`src/lbci_pkg.sv`:
```
// Shared types and constants for the bilinear channel interpolator.
package lbci_pkg;

  localparam int GRID_SIDE_DEF     = 32;
  localparam int CHANNELS_DEF      = 32;
  localparam int FRACTION_BITS_DEF = 8;

  // at most this many channels are emitted per query
  localparam int MAX_OUT = 32;

  localparam int COORD_W = 16;
  localparam int CELL_W  = 10;
  localparam int CHAN_W  = 5;
  localparam int VALUE_W = 32;
  localparam int CFG_W   = 6;

  localparam logic [CFG_W-1:0] SIDE_RESET     = 6'd32;
  localparam logic [CFG_W-1:0] CHANNELS_RESET = 6'd32;

  // register indexes, decoded from paddr[2]
  localparam logic [0:0] REG_SIDE     = 1'b0;
  localparam logic [0:0] REG_CHANNELS = 1'b1;

  typedef enum logic [2:0] {
    ST_IDLE,
    ST_CLAMP,
    ST_CELL,
    ST_BASE,
    ST_RUN
  } lbci_state_t;

  // tag that travels beside each issued set of four reads
  typedef struct packed {
    logic              valid;
    logic [CHAN_W-1:0] channel;
    logic              last;
  } issue_tag_t;

endpackage

```
`src/lbci_seq.sv`:
```
// Query sequencer: clamps coordinates, forms neighbour cells and weights, walks channels.
module lbci_seq import lbci_pkg::*; #(
  parameter int GRID_SIDE     = GRID_SIDE_DEF,
  parameter int CHANNELS      = CHANNELS_DEF,
  parameter int FRACTION_BITS = FRACTION_BITS_DEF,
  localparam int SIDE_W  = $clog2(GRID_SIDE + 1),
  localparam int XW      = $clog2(GRID_SIDE),
  localparam int CELLS   = GRID_SIDE * GRID_SIDE,
  localparam int CELL_AW = $clog2(CELLS),
  localparam int DEPTH   = CELLS * CHANNELS,
  localparam int AW      = $clog2(DEPTH),
  localparam int WW      = 2 * FRACTION_BITS + 1
) (
  input  logic                      clk,
  input  logic                      rst,
  input  logic                      start,
  input  logic signed [COORD_W-1:0] coord_x,
  input  logic signed [COORD_W-1:0] coord_y,
  input  logic [CFG_W-1:0]          side_cfg,
  input  logic [CFG_W-1:0]          chan_cfg,
  input  logic                      advance,
  output logic                      busy,
  output issue_tag_t                tag,
  output logic [AW-1:0]             raddr [4],
  output logic [WW-1:0]             weight [4]
);

  localparam int NCH_MAX = (CHANNELS < MAX_OUT) ? CHANNELS : MAX_OUT;
  localparam int ONE     = 1 << FRACTION_BITS;

  lbci_state_t state, state_next;

  logic signed [COORD_W-1:0] cx_raw, cy_raw;
  logic [SIDE_W-1:0]         side_eff, side_c;
  logic [XW-1:0]             x0, x1, y0, y1;
  logic [XW-1:0]             x0_c, x1_c, y0_c, y1_c;
  logic [FRACTION_BITS-1:0]  fx, fy;
  logic [COORD_W-1:0]        cx_c, cy_c;
  logic [31:0]               hi_c;
  logic [CELL_AW-1:0]        nbr_cell [4];
  logic [AW-1:0]             base [4];
  logic [WW-1:0]             wt [4];
  logic [FRACTION_BITS:0]    omfx, omfy;
  logic [CHAN_W-1:0]         k;
  logic [CFG_W-1:0]          nch, nch_c;
  logic                      last_c;
  logic                      issue;

  function automatic logic [COORD_W-1:0] clamp_coord(input logic signed [COORD_W-1:0] c,
                                                      input logic [31:0] hi);
    logic [COORD_W-1:0] r;
    if (c[COORD_W-1]) begin
      r = '0;
    end else if (32'(c) > hi) begin
      r = COORD_W'(hi);
    end else begin
      r = c;
    end
    return r;
  endfunction

  // effective side and channel count from the registers
  always_comb begin
    if (32'(side_cfg) < 32'd2) begin
      side_c = SIDE_W'(2);
    end else if (32'(side_cfg) > 32'(GRID_SIDE)) begin
      side_c = SIDE_W'(GRID_SIDE);
    end else begin
      side_c = SIDE_W'(side_cfg);
    end
    if (chan_cfg == '0) begin
      nch_c = CFG_W'(1);
    end else if (32'(chan_cfg) > 32'(NCH_MAX)) begin
      nch_c = CFG_W'(NCH_MAX);
    end else begin
      nch_c = chan_cfg;
    end
  end

  always_comb begin
    hi_c = 32'(side_c - SIDE_W'(1)) << FRACTION_BITS;
    cx_c = clamp_coord(cx_raw, hi_c);
    cy_c = clamp_coord(cy_raw, hi_c);
    x0_c = XW'(32'(cx_c) >> FRACTION_BITS);
    y0_c = XW'(32'(cy_c) >> FRACTION_BITS);
    x1_c = (32'(x0_c) + 32'd1 < 32'(side_c)) ? XW'(x0_c + XW'(1)) : XW'(side_c - SIDE_W'(1));
    y1_c = (32'(y0_c) + 32'd1 < 32'(side_c)) ? XW'(y0_c + XW'(1)) : XW'(side_c - SIDE_W'(1));
    omfx = (FRACTION_BITS + 1)'(ONE - 32'(fx));
    omfy = (FRACTION_BITS + 1)'(ONE - 32'(fy));
  end

  assign last_c = (CFG_W'(k) + CFG_W'(1)) == nch;

  always_comb begin
    state_next = state;
    case (state)
      ST_IDLE:  if (start) state_next = ST_CLAMP;
      ST_CLAMP: state_next = ST_CELL;
      ST_CELL:  state_next = ST_BASE;
      ST_BASE:  state_next = ST_RUN;
      ST_RUN:   if (advance && last_c) state_next = ST_IDLE;
      default:  state_next = ST_IDLE;
    endcase
  end

  always_comb begin
    busy  = 1'b1;
    issue = 1'b0;
    case (state)
      ST_IDLE: busy  = 1'b0;
      ST_RUN:  issue = advance;
      default: busy  = 1'b1;
    endcase
  end

  always_ff @(posedge clk) begin
    if (rst) begin
      state <= ST_IDLE;
    end else begin
      state <= state_next;
    end
  end

  always_ff @(posedge clk) begin
    case (state)
      ST_IDLE: begin
        if (start) begin
          cx_raw <= coord_x;
          cy_raw <= coord_y;
        end
      end
      ST_CLAMP: begin
        side_eff <= side_c;
        x0 <= x0_c;
        x1 <= x1_c;
        y0 <= y0_c;
        y1 <= y1_c;
        fx <= cx_c[FRACTION_BITS-1:0];
        fy <= cy_c[FRACTION_BITS-1:0];
      end
      ST_CELL: begin
        nbr_cell[0] <= CELL_AW'(32'(x0) * 32'(side_eff) + 32'(y0));
        nbr_cell[1] <= CELL_AW'(32'(x1) * 32'(side_eff) + 32'(y0));
        nbr_cell[2] <= CELL_AW'(32'(x0) * 32'(side_eff) + 32'(y1));
        nbr_cell[3] <= CELL_AW'(32'(x1) * 32'(side_eff) + 32'(y1));
        wt[0] <= WW'(omfx) * WW'(omfy);
        wt[1] <= WW'(fx) * WW'(omfy);
        wt[2] <= WW'(omfx) * WW'(fy);
        wt[3] <= WW'(fx) * WW'(fy);
      end
      ST_BASE: begin
        for (int i = 0; i < 4; i++) begin
          base[i] <= AW'(32'(nbr_cell[i]) * CHANNELS);
        end
        k   <= '0;
        nch <= nch_c;
      end
      ST_RUN: begin
        if (advance) begin
          k <= k + CHAN_W'(1);
        end
      end
      default: begin
      end
    endcase
  end

  always_comb begin
    for (int i = 0; i < 4; i++) begin
      raddr[i]  = base[i] + AW'(k);
      weight[i] = wt[i];
    end
    tag.valid   = issue;
    tag.channel = k;
    tag.last    = last_c;
  end

endmodule

```
`config.mk`:
```
export PLATFORM = sky130hd
export DESIGN_NAME = lbci_seq
export DESIGN_NICKNAME = d
export VERILOG_FILES = /design/src/lbci_pkg.sv /design/src/lbci_seq.sv
export SDC_FILE = /design/constraint.sdc
export NUM_CORES = 1
export LEC_CHECK = 0
export ABC_AREA = 1
export BUFFER_PORTS_ARGS = -buffer_cell sky130_fd_sc_hd__buf_2
export CAP_MARGIN = 20
export CORE_ASPECT_RATIO = 2
export CORE_UTILIZATION = 38
export CTS_CLUSTER_SIZE = 8
export DETAILED_ROUTE_END_ITERATION = 10
export PLACE_DENSITY_LB_ADDON = 0.1
export SYNTH_ARGS = -nofsm -noshare
export SYNTH_HDL_FRONTEND = slang
export SYNTH_SLANG_ARGS = --single-unit
```
`constraint.sdc`:
```
create_clock -name clk -period 15 [get_ports clk]
set_input_delay 2.25 -clock clk [delete_from_list [all_inputs] [get_ports clk]]
set_output_delay 2.25 -clock clk [all_outputs]
set_load 0.1 [all_outputs]
```
## Word-level counts from Yosys, hierarchy flattened

Memories as Yosys holds them, arrays and structs flattened.
Index checks and enable logic that the tools add are counted.

| word-level totals | value |
|---|---|
| register bits after elaboration | 88 |
| bits in latches | 0 |
| RAM bits | 148 |
| bits in read-only memories | 0 |
| bits of input ports | 48 |
| output and inout port bits | 136 |
| word-level logic and storage cells | 85 |
| memories kept | 3 |

Memories:

| name | words | width | rd ports | clocked after memory_dff | wr ports | line | RTL |
|---|---|---|---|---|---|---|---|
| wt | 4 | 17 | 4 | 0 | 4 | lbci_seq.sv:42 | `logic [WW-1:0] wt [4];` |
| base | 4 | 10 | 4 | 0 | 4 | lbci_seq.sv:41 | `logic [AW-1:0] base [4];` |
| nbr_cell | 4 | 10 | 4 | 0 | 4 | lbci_seq.sv:40 | `logic [CELL_AW-1:0] nbr_cell [4];` |

| operators by class | value |
|---|---|
| $add $sub $neg | 18 |
| multiply operators | 6 |
| divide/modulo/power cells | 0 |
| magnitude comparators | 7 |
| equal/unequal tests | 8 |
| shift operators | 0 |
| multiplexer cells | 20 |
| bitwise operators | 0 |
| reductions and logical operators | 10 |

Operator list:

| cell | number |
|---|---|
| 32-bit greater-than comparator | 2 |
| 15-bit by 5-bit adder with 15-bit output | 4 |
| 13-bit 2-to-1 mux | 4 |
| 10-bit by 5-bit adder with 10-bit output | 4 |
| 5-bit by 6-bit multiplier with 10-bit output | 2 |
| 5-bit by 1-bit adder with 6-bit output, second input constant | 3 |
| 6-bit 2-to-1 mux | 3 |
| 9-bit by 8-bit subtractor with 9-bit output, first input constant | 2 |
| 8-bit by 9-bit multiplier with 17-bit output | 1 |
| 9-bit by 8-bit multiplier with 17-bit output | 1 |
| 9-bit by 9-bit multiplier with 17-bit output | 1 |
| 8-bit by 8-bit multiplier with 16-bit output | 1 |
| 5-bit by 1-bit adder with 5-bit output, second input constant | 3 |
| 5-bit 2-to-1 mux | 3 |
| 3-bit case mux with 5 select lines | 1 |
| 6-bit greater-than comparator, second input constant | 2 |
| 6-bit < comparator | 2 |
| 5-bit case mux with 2 select lines | 1 |
| 6-bit by 1-bit subtractor with 7-bit output, second input constant | 1 |
| 3-bit by 2-bit equality test with 1-bit output, second input constant | 2 |
| 6-bit equality test | 1 |
| 6-bit logical NOT | 1 |
| 6-bit by 2-bit < comparator with 1-bit output, second input constant | 1 |
| 1-bit 2-to-1 mux | 6 |
| 10 further kinds | 17 |

## Longest topological paths before layout

| depth | value |
|---|---|
| word-level depth | 10 |
| depth in mapped cells | 33 |
| gate-level depth less buffers | 33 |

## Worst setup path after synthesis

OpenSTA, ideal clock, no wires.

| timing path | value |
|---|---|
| path kind | register to register |
| from | register fx[0] |
| to | memory wt[0][16] in the netlist's numbering, data pin |
| setup time | 265 ps |
| data arrival time | 5367 ps |
| data required time | 14735 ps |
| slack | 9368 ps |
| stages on the path, launching flop included | 27 |
| buffers on the path | 1 |
| clock period less this slack | 5632 ps |
| cells stage by stage | edfxtp_1 clkbuf_1 clkinv_1 ha_1 nand4_1 nor3_1 inv_1 nand2_1 inv_1 nand2_1 fa_1 inv_1 fa_1 inv_1 fa_1 fa_1 inv_1 ha_1 nand2_1 o21ai_0 a21oi_1 o21bai_1 nand3_1 a21oi_1 nand2_1 o21ai_0 xor2_1 |

RTL lines:

| element | line | RTL |
|---|---|---|
| start, declared | lbci_seq.sv:37 | `logic [FRACTION_BITS-1:0] fx, fy;` |
| start signal, assigned | lbci_seq.sv:138 | `fx <= cx_c[FRACTION_BITS-1:0];` |
| end, declared | lbci_seq.sv:42 |  |

==> metrics.yaml <==
status: "finished, violations left"
violations: "DRC"
report.final.setup_viol: 0
synth_commonest_cells: "inv_1 (483), nand2_1 (370), ha_1 (230), edfxtp_1 (229), nor2_1 (196)"
clk-insertion-delay-late_ns: 0.55
fin_worst_skew_ns: 0.0210
portBuffers: 182
synthArstFlopShare_pct: 0
hold_depth: 0
dp.cells: 2963
overflow: 0
multiInputGateArea_um2: 11500
hold_buffers: 0
die_x_um: 167
final_nets: 2802
path_cells: "clkinv_1 -> ha_1 -> xnor2_1 -> clkinv_1 -> nor2_1 -> fa_1 -> ha_1 -> inv_1 -> fa_1 -> fa_1 -> inv_1 -> ha_1 -> nand2_1 -> o21ai_0 -> a31oi_1 -> o21ai_0 -> a21boi_0 -> o21bai_1 -> a21oi_1 -> xnor2_1"
vias: 14700
final_cell_area_um2: 23100
syn_to_final_growth_pct: 12.4
root_buffer: "clkbuf_16"
firstDrtPassIters: 8
routed_via_density: 4.87
cp_num_buf_inv: 4
cts.repair.resized: 0
rows: 120
drt-total-wl_um: 57000
worstMarginPinSlew_ns: 0.922
period_share_pct: 45.3
max_stage_delay_ns: 0.66
path_class: "flip-flop to flip-flop"
synth_seq_area_share_pct: 33.7
grt_pass1_vias: 15900
end_kind: "flip-flop"
slowest_stage: "xnor2_1"
die_area_um2: 55200
syn_avg_cell_area_um2: 9.56
rsz0062_at_grt: "no"
start_kind: "flip-flop"
finalNonFillerCells: 3014
synth-seq-cells: 232
synth_top_area_share_pct: 33.4
regArea_um2: 6940
fp.dieH_um: 331
worstPathArrival_ns: 7.09
ant_nets: 0
synthTopCellsByArea: "edfxtp_1 (33%), fa_1 (19%), ha_1 (14%), inv_1 (8.8%), nand2_1 (6.7%)"
netlist_area_um2: 20600
yosysTopAreaCell: "edfxtp_1"
drc: 12
r2r_start: "fx[0]$_SDFFCE_PP0P_"
clk_pin_slew_ns: 0.06
grt_usage_pct: 21.3
finalMaxSlewViolations: 0
clock.fmax_mhz: 147
cts_sinks: 232
htreeDepth: 2
tns_ns: 0
postPlaceCellArea_um2: 22200
routed-wl-met2_um: 33600
cap_violations: 0
synth_edf_count: 229
leakage_uw: 0.0118
worst-path-max-fanout: 11
r2r_setup_slack_ns: 8.21
drive_above_1_share_pct: 12.4
numCtsBuffers: 34
p_per_area_nw_per_um2: 222
synthFlopType: "edfxtp_1"
synthDistinctLibCells: 44
place_ws_ns: 8.20
cts_buffer_depth: 3
ys_warn_count: 0
fin_util_pct: 43.3
wl_per_cell_um: 18.9
timing.rr.end: "wt[2][15]$_DFFE_PN_"
start_util_pct: 38.5
min_from: "nbr_cell[1][1]$_DFFE_PN_"
fin_ws_ns: 8.21
coreArea_um2: 53500
top_layer_used: "met5"
crit_required_ns: 15.29
n_antenna_cell: 0
syn-num-nets: 2626
hp-class: "flip-flop to flip-flop"
pin_count: 184
cts_tree: "done"
drtIter0Drc: 500
wl_met3_um: 1700
finalHoldViolCount: 0
slew_headroom_pct: 38.4
post-cts-setup-buffers: 0
num-fill-cells: 5269
period_needed_ns: 6.79
min_to: "base[1][1]$_DFFE_PP_"
ff2ff_path_depth: 20
cp_top_family: "adder cells"
dp_hpwl_um: 46900
grt_max_degree: 54
synth_most_common_cell: "inv_1"
ir_drop_mv: 0.100
grt_first_pass_wirelength_um: 86900
routabilityCongestion: 0.943
syn_inst: 2153
antenna_found_initial: 1
wl_met1_um: 17700
-- layout by cell type, fill, tap and decap left out, types with 12 or more instances in the layout --
master,n
inv_1,483
nand3_1,50
clkbuf_1,13
edfxtp_1,229
nand2_1,370
o21ai_0,27
nor2_1,194
buf_4,18
xor2_1,66
buf_2,182
a21oi_1,78
ha_1,230
fa_1,195
nor3_1,12
xnor2_1,47
clkbuf_16,35
-- final cells by class --
cell class | count | area share (%)
sequential | 232 | 30.0
inverter | 496 | 8.06
clock inverter | 2 | 0.141
timing repair buffer | 201 | 4.61
tap | 671 | 3.63
clock buffer | 48 | 4.00
multi-input combinational | 1364 | 49.6
-- layer usage --
| layer | vias up | GRT usage, % |
|---|---|---|
| li1 | 6994 | - |
| met1 | 7171 | 18.2 |
| met2 | 352 | 45.0 |
| met3 | 162 | 2.28 |
| met4 | 2 | 14.1 |
| met5 | - | 0 |
-- power by group --
group	total, µW	leakage, µW	switching (µW)	internal [µW]
logic	3330	0.00917	2190	1140
registers	1090	0.00215	60.4	1030
clock network	721	0.000460	297	425
total	5150	0.0118	2550	2600
-- worst max path at each step --
stage | endpoint | cells past startpoint | slack (ns) | from
finish | wt[2][15]$_DFFE_PN_ | 20 | 8.21 | fx[0]$_SDFFCE_PP0P_
CTS | wt[2][15]$_DFFE_PN_ | 20 | 8.16 | fx[0]$_SDFFCE_PP0P_
detailed placement | wt[2][15]$_DFFE_PN_ | 20 | 8.20 | fx[0]$_SDFFCE_PP0P_
global route | wt[2][15]$_DFFE_PN_ | 20 | 7.62 | fx[0]$_SDFFCE_PP0P_
global placement | wt[2][15]$_DFFE_PN_ | 20 | 8.41 | fx[0]$_SDFFCE_PP0P_
floorplan | wt[0][16]$_DFFE_PN_ | 26 | 9.37 | fx[0]$_SDFFCE_PP0P_
-- metrics by stage --
stage	hold WS [ns]	total power, µW
final	0.402	5150
after global routing	0.413	5650
after CTS	0.404	5240
after detailed placement	0.405	4480
after global placement	0.403	4430
after floorplan	0.400	3690
-- sequential cells by signal, summed over array words and instances (netlist names), 5 cells and up --
name      flops
fy            8
x1            5
nch           6
wt           64
cx_raw       16
side_eff      6
base         40
nbr_cell     40
x0            5
cy_raw       16
fx            8
y0            5
k             5
y1            5
-- cells by family (layout without fill, tap and decap cells) --
| group | count (synthesis) | count (layout) | synth area share [%] |
|---|---|---|---|
| other | 1 | 1 | 0.0182 |
| buffers and inverters | 557 | 747 | 10.7 |
| xor gates and xnor gates | 114 | 114 | 4.89 |
| DFF | 232 | 232 | 33.7 |
| adders and majority gates | 425 | 425 | 33.0 |
| and+or+nand+nor | 686 | 686 | 14.0 |
| AOI/OAI and AO/OA | 138 | 138 | 3.74 |
Power figures use the tool's default switching activity.
